File: src/hw/rtl/vector_magnitude_limiter_macros.svh
// Assertion macros for the vector magnitude limiter.
// Included by the top level; the macros expect signals named clk and rst in scope.
`ifndef VECTOR_MAGNITUDE_LIMITER_MACROS_SVH
`define VECTOR_MAGNITUDE_LIMITER_MACROS_SVH

// Same-cycle implication, disabled during reset.
`define VML_ASSERT_IMPL(lbl, ante, cons) \
  lbl: assert property (@(posedge clk) disable iff (rst) (ante) |-> (cons)) \
    else $error("vml assertion failed");

// Next-cycle implication, disabled during reset.
`define VML_ASSERT_NEXT(lbl, ante, cons) \
  lbl: assert property (@(posedge clk) disable iff (rst) (ante) |=> (cons)) \
    else $error("vml assertion failed");

`endif

File: src/hw/rtl/vml_pkg.sv
// Shared types and constants for the vector magnitude limiter.
// Used by the top level, the square root pipeline and the divider pipeline.
package vml_pkg;

  localparam int RAD_W       = 64;
  localparam int ROOT_W      = RAD_W / 2;
  localparam int NUM_W       = 64;
  localparam int QUO_W       = 32;
  localparam int SQRT_STAGES = ROOT_W;
  localparam int DIV_STAGES  = QUO_W;

  localparam logic [2:0] CMD_CLAMP_ACCEL = 3'd0;
  localparam logic [2:0] CMD_CLAMP_VEL   = 3'd1;
  localparam logic [2:0] CMD_MAXIMIZE    = 3'd2;
  localparam logic [2:0] CMD_SET_SPEED   = 3'd3;
  localparam logic [2:0] CMD_STEERING    = 3'd4;

  localparam logic [2:0] REG_ACCEL_LIMIT = 3'd0;
  localparam logic [2:0] REG_VEL_LIMIT   = 3'd1;
  localparam logic [2:0] REG_PITCH_LIMIT = 3'd2;
  localparam logic [2:0] REG_ROLL_LIMIT  = 3'd3;
  localparam logic [2:0] REG_YAW_LIMIT   = 3'd4;

  typedef struct packed {
    logic [2:0]         cmd;
    logic signed [31:0] vx;
    logic signed [31:0] vy;
    logic signed [31:0] vz;
    logic [31:0]        ax;
    logic [31:0]        ay;
    logic [31:0]        az;
    logic [30:0]        lim;
    logic signed [31:0] pitch;
    logic signed [31:0] roll;
    logic signed [31:0] yaw;
    logic               scale;
  } side_t;

endpackage

File: src/hw/rtl/vml_sqrt.sv
// Pipelined integer square root, one result bit per stage.
// Depends on vml_pkg for widths and the stage count.
module vml_sqrt (
  input  logic                      clk,
  input  logic                      en,
  input  logic [vml_pkg::RAD_W-1:0] rad,
  output logic [vml_pkg::ROOT_W-1:0] root
);
  import vml_pkg::*;

  logic [RAD_W-1:0]  rad_q  [0:SQRT_STAGES-1];
  logic [ROOT_W+1:0] rem_q  [0:SQRT_STAGES-1];
  logic [ROOT_W-1:0] root_q [0:SQRT_STAGES-1];

  for (genvar g = 0; g < SQRT_STAGES; g++) begin : g_stage
    logic [RAD_W-1:0]  rad_in;
    logic [ROOT_W+1:0] rem_in;
    logic [ROOT_W-1:0] root_in;
    logic [ROOT_W+3:0] shifted;
    logic [ROOT_W+3:0] trial;
    logic              ge;

    if (g == 0) begin : g_first
      assign rad_in  = rad;
      assign rem_in  = '0;
      assign root_in = '0;
    end else begin : g_next
      assign rad_in  = rad_q[g-1];
      assign rem_in  = rem_q[g-1];
      assign root_in = root_q[g-1];
    end

    assign shifted = {rem_in, rad_in[RAD_W-1:RAD_W-2]};
    assign trial   = (ROOT_W+4)'({root_in, 2'b01});
    assign ge      = shifted >= trial;

    always_ff @(posedge clk) begin
      if (en) begin
        rad_q[g]  <= rad_in << 2;
        rem_q[g]  <= ge ? (ROOT_W+2)'(shifted - trial) : (ROOT_W+2)'(shifted);
        root_q[g] <= {root_in[ROOT_W-2:0], ge};
      end
    end
  end

  assign root = root_q[SQRT_STAGES-1];

endmodule

File: config.mk
export PLATFORM = sky130hd
export DESIGN_NAME = vml_sqrt
export DESIGN_NICKNAME = d
export VERILOG_FILES = /design/src/hw/rtl/vector_magnitude_limiter_macros.svh /design/src/hw/rtl/vml_pkg.sv /design/src/hw/rtl/vml_sqrt.sv
export SDC_FILE = /design/constraint.sdc
export NUM_CORES = 2
export LEC_CHECK = 0
export BUFFER_PORTS_ARGS = -buffer_cell sky130_fd_sc_hd__buf_2
export CORE_ASPECT_RATIO = 0.8
export CORE_MARGIN = 2
export CORE_UTILIZATION = 44
export CTS_CLUSTER_SIZE = 25
export DETAILED_ROUTE_END_ITERATION = 16
export GPL_ROUTABILITY_DRIVEN = 0
export GPL_TIMING_DRIVEN = 0
export PLACE_DENSITY = 0.61
export SLEW_MARGIN = 20
export SYNTH_ARGS = -nofsm -noshare
export SYNTH_HDL_FRONTEND = slang
export SYNTH_MEMORY_MAX_BITS = 65536
export SYNTH_SLANG_ARGS = --single-unit
File: constraint.sdc
create_clock -name clk -period 3.3 [get_ports clk]
set_input_delay 0.33 -clock clk [delete_from_list [all_inputs] [get_ports clk]]
set_output_delay 0.33 -clock clk [all_outputs]
set_load 0.1 [all_outputs]
Word-level counts from Yosys, hierarchy flattened
Memory sizes are Yosys's and may differ from the RTL's.
Index checks and enable logic that the tools add are counted.

word-level totals
  bits in writable memories = 4096
  memories kept = 3
  word-level logic and storage cells = 101
  input port bits = 66
  output and inout port bits = 32
  bits in registers = 0

cells by class
  $add $sub $neg = 32
  magnitude comparators = 32
  multiplexer cells = 34

memory list
  name    words  width  rd ports  clocked after memory_dff  wr ports  line            text
  rad_q   32     62     31        0                         32        vml_sqrt.sv:11  logic [RAD_W-1:0] rad_q [0:SQRT_STAGES-1];
  rem_q   32     34     31        0                         32        vml_sqrt.sv:12  logic [ROOT_W+1:0] rem_q [0:SQRT_STAGES-1];
  root_q  32     32     32        0                         32        vml_sqrt.sv:13  logic [ROOT_W-1:0] root_q [0:SQRT_STAGES-1];

operators by type and width
  cell                                                 number
  >= comparator 36 x 34 -> 1 bit                       31
  two-way mux 34 bit                                   32
  subtractor 34 bit                                    31
  subtractor 2 x 1 -> 3 bit, second input constant     1
  >= comparator 2 x 1 -> 1 bit, second input constant  1
  two-way mux 1 bit                                    2

Longest topological paths before layout
An unclocked memory read counts as a cell.

  depth after elaboration = 3
  depth in mapped cells = 15
  gate-level depth less buffers = 13

Least setup slack after synthesis
Ideal clock, no wire load.

  path type = reg-to-reg
  from = memory rem_q[1][375] (netlist name)
  to = memory rem_q[1][439] (netlist name), data pin
  setup time = 279 ps
  path buffers = 0
  slack = -280 ps
  arrival = 3301 ps
  clock period less this slack = 3580 ps
  stages on the path, launching flop included = 12
  required time = 3021 ps
  path through = edfxtp_1 > ha_1 > o21ai_0 > a211oi_1 > nor4b_1 > o311ai_0 > or4b_2 > a31oi_1 > o21ai_0 > a21o_1 > a2111oi_0 > xor2_1

RTL lines
  element      line
  from (decl)  vml_sqrt.sv:12

==> impl_metrics.env <==
export IMPL_drt_wl_total_um=245000
export IMPL_fp_dieArea_sq_mm=0.270
export IMPL_synth_async_reset_ratio_pct=0
export IMPL_grt_pass1_wl_um=384000
export IMPL_final_nets=10300
export IMPL_final_max_slew_violation_count=0
export IMPL_relSlewSlack_pct=37.4
export IMPL_rows=169
export IMPL_p_leak_nw=52.2
export IMPL_min_period_over_period_pct=110
export IMPL_cts_buffer_depth=4
export IMPL_fin_skew_ns=0.0478
export IMPL_synth_cells=9037
export IMPL_synth_fa_ha_area_share_pct=6.00
export IMPL_grt_pass1_vias=70800
export IMPL_crit_path_start_kind="flop"
export IMPL_cp_common_cell="or3_4"
export IMPL_setup_ws_ns=-0.337
export IMPL_worst_skew_pair_late_latency_ns=0.85
export IMPL_seq_area_sq_mm=0.0758
export IMPL_crit_path_top_delay_cell="or4_4"
export IMPL_drive_gt1_share_pct=15.1
export IMPL_path_max_fanout=6
export IMPL_grtUsageMet1_pct=24.9
export IMPL_ir_drop_mv=0.459
export IMPL_status="finished, violations left"
export IMPL_area_growth_pct=17.8
export IMPL_synth_xor_xnor_area_share_pct=6.32
export IMPL_cp_data_arrival_time_ns=4.20
export IMPL_synth_compound_area_share_pct=9.49
export IMPL_drc=0
export IMPL_yosysSeqAreaShare_pct=64.7
export IMPL_hold_violations=0
export IMPL_synthMuxAreaShare_pct=0.696
export IMPL_die_h_um=466
export IMPL_final_setup_viol_count=75
export IMPL_io_pin_count=98
export IMPL_post_route_min_period_ns=3.64
export IMPL_cts_tree="done"
export IMPL_grt_antenna_before_repair=2
export IMPL_most_common_layout_cells="2,523 x edfxtp_1, 716 x inv_1, 549 x nand2_1"
export IMPL_clk_pin_slew_worst_paths_ns=0.06
export IMPL_cts_buffers_inserted=276
export IMPL_nFillCells=22100
export IMPL_cts_root_buf="clkbuf_16"
export IMPL_rsz0062_at_grt="true"
export IMPL_multi_input_area_sq_mm=0.0418
export IMPL_synthesis_nets=9665
export IMPL_slowest_delay_ns=0.43
export IMPL_port_buffers=97
export IMPL_grt_ovfl_total=0
export IMPL_synthDistinctLibCells=84
export IMPL_vias_per_cell=5.44
export IMPL_clock_sinks=2523
export IMPL_syn_avg_cell_area_sq_um=13.0
export IMPL_end_kind="flop"
export IMPL_final_common_cell="edfxtp_1"
export IMPL_dpl_worst_slack_ns=-1.60
export IMPL_tightestPinTransition_ns=0.932
export IMPL_ant_nets=0
export IMPL_dpl_hpwl_um=167000
export IMPL_grt_use_met2_pct=27.6
export IMPL_criticalPathCategory="flop to flop"
export IMPL_grt_use_met3_pct=2.62
export IMPL_wl_per_cell_um=18.3
export IMPL_design_core_area_sq_mm=0.265
export IMPL_max_freq_ghz=0.275
export IMPL_cp_cell_sequence="or3_4 -> or4_4 -> or4_4 -> or3_4 -> or3_4 -> nor3_4 -> nand3_4 -> nand4b_1 -> buf_6 -> nor2_1 -> xor2_1"
export IMPL_first_pass_iters=6
export IMPL_cp_required_ns=3.86
export IMPL_violations="negative setup slack"
export IMPL_hp_class="input pin to flop"
export IMPL_synth_area_sq_mm=0.117
export IMPL_first_iter_violations=6075
export IMPL_grt_max_degree=152
export IMPL_synth_simple_area_share_pct=9.85
export IMPL_htreeDepth=5
export IMPL_synth_top_family_by_area="simple AND/OR/NAND/NOR gates"
export IMPL_yosys_warnings=0
export IMPL_synth_seq_cells=2523
export IMPL_busiest_layer="met2"
export IMPL_ys_flop_type="edfxtp_1"
export IMPL_finalPower_w=0.0935
export IMPL_initial_core_util_pct=44.2
export IMPL_chipWidth_um=581
export IMPL_grt_util_all_layers_pct=17.5
export IMPL_powerDensity_mw_per_mm2=677
export IMPL_synth_enable_flop_cells=2523
export IMPL_max_cap_violations=0
export IMPL_hold_ws_ns=0.121
export IMPL_routed_via_count=73000
export IMPL_diodes=0
per-layer routing:
layer / routed length [um] / up-vias / share of wire, %
met2: 112000 / 1984 / 46
met4: 7620 / 0 / 3.1
met3: 13300 / 522 / 5.4
met5: 0 / - / 0
met1: 112000 / 35700 / 46
li1: - / 34800 / -
repair_timing:
item,CTS,global route
hold buffers,67,0
setup buffers,130,109
gates resized for setup,528,490
gates cloned,10,0
pin swaps,108,174
setup endpoints to repair,957,760
endpoints found under the hold margin,125,0
report_power, final:
| part | internal [W] | total [W] | switching [W] |
|---|---|---|---|
| clock network | 0.0171 | 0.0295 | 0.0124 |
| registers | 0.0405 | 0.0433 | 0.00275 |
| logic | 0.00891 | 0.0207 | 0.0118 |
final timing paths:
path | slack, ns | from | cells past startpoint | endpoint
setup / recovery | -0.34 | rem_q[0][460] | 11 | rem_q[0][507]
hold / removal | 0.12 | en | 2 | rad_q[0][160]
setup reg to reg | -0.34 | rem_q[0][460] | 11 | rem_q[0][507]
hold reg to reg | 0.39 | rad_q[0][664] | 0 | rad_q[0][728]
cells in the mapped netlist, types with 127 or more instances:
cell type / count / area share, %
nor3_1: 215 / 0.92
inv_1: 733 / 2.3
a21oi_1: 609 / 2.6
nand3_1: 168 / 0.72
ha_1: 562 / 6.0
nor2_1: 534 / 1.7
xor2_1: 382 / 2.9
xnor2_1: 464 / 3.5
edfxtp_1: 2523 / 65
nor4_1: 127 / 0.68
clkbuf_1: 163 / 0.52
o21ai_0: 448 / 1.9
a21o_1: 240 / 1.5
nand2_1: 559 / 1.8
through the flow:
step / setup TNS (ns) / instance area, sq um / cells / util, %
finish: -13.02 / 138000 / 13400 / 52.1
global route: -22.53 / 138000 / 13400 / 52.1
CTS: -18.30 / 135000 / 13300 / 51.1
detailed placement: -1054.38 / 123000 / 12700 / 46.3
global placement: - / 122000 / 12600 / 46.1
floorplan: -2.28 / 117000 / 9037 / -
worst max-delay path: cells and delay by family (launching register included):
family | cells | cell delay [ns]
xor gates and xnor gates | 1 | 0.14
buffers and inverters | 1 | 0.18
DFF | 1 | 0.39
and+or+nand+nor | 9 | 2.64
logic make-up (layout without fill, tap and decap cells):
group / Yosys count / in the layout
DFF: 2523 / 2523
other: 1 / 1
adders and majority gates: 562 / 562
AOI/OAI and AO/OA: 1806 / 1807
and+or+nand+nor: 2306 / 2306
xor gates and xnor gates: 846 / 846
buffers and inverters: 919 / 1792
muxes: 74 / 74
area by class of cell:
class,count,area share (%)
clock buffers,321,5.23
well taps,3505,3.18
flip-flops and latches,2523,54.9
inverters,733,2.00
clock inverters,159,0.959
plain buffers,150,0.706
multi-input cells,5596,30.3
repair buffers,429,2.78
registers in the layout, indices dropped and copies added, names as in the netlist:
name    count
rem_q    1003
rad_q     992
root_q    528
Note: power is estimated with default switching activity, not from simulation.
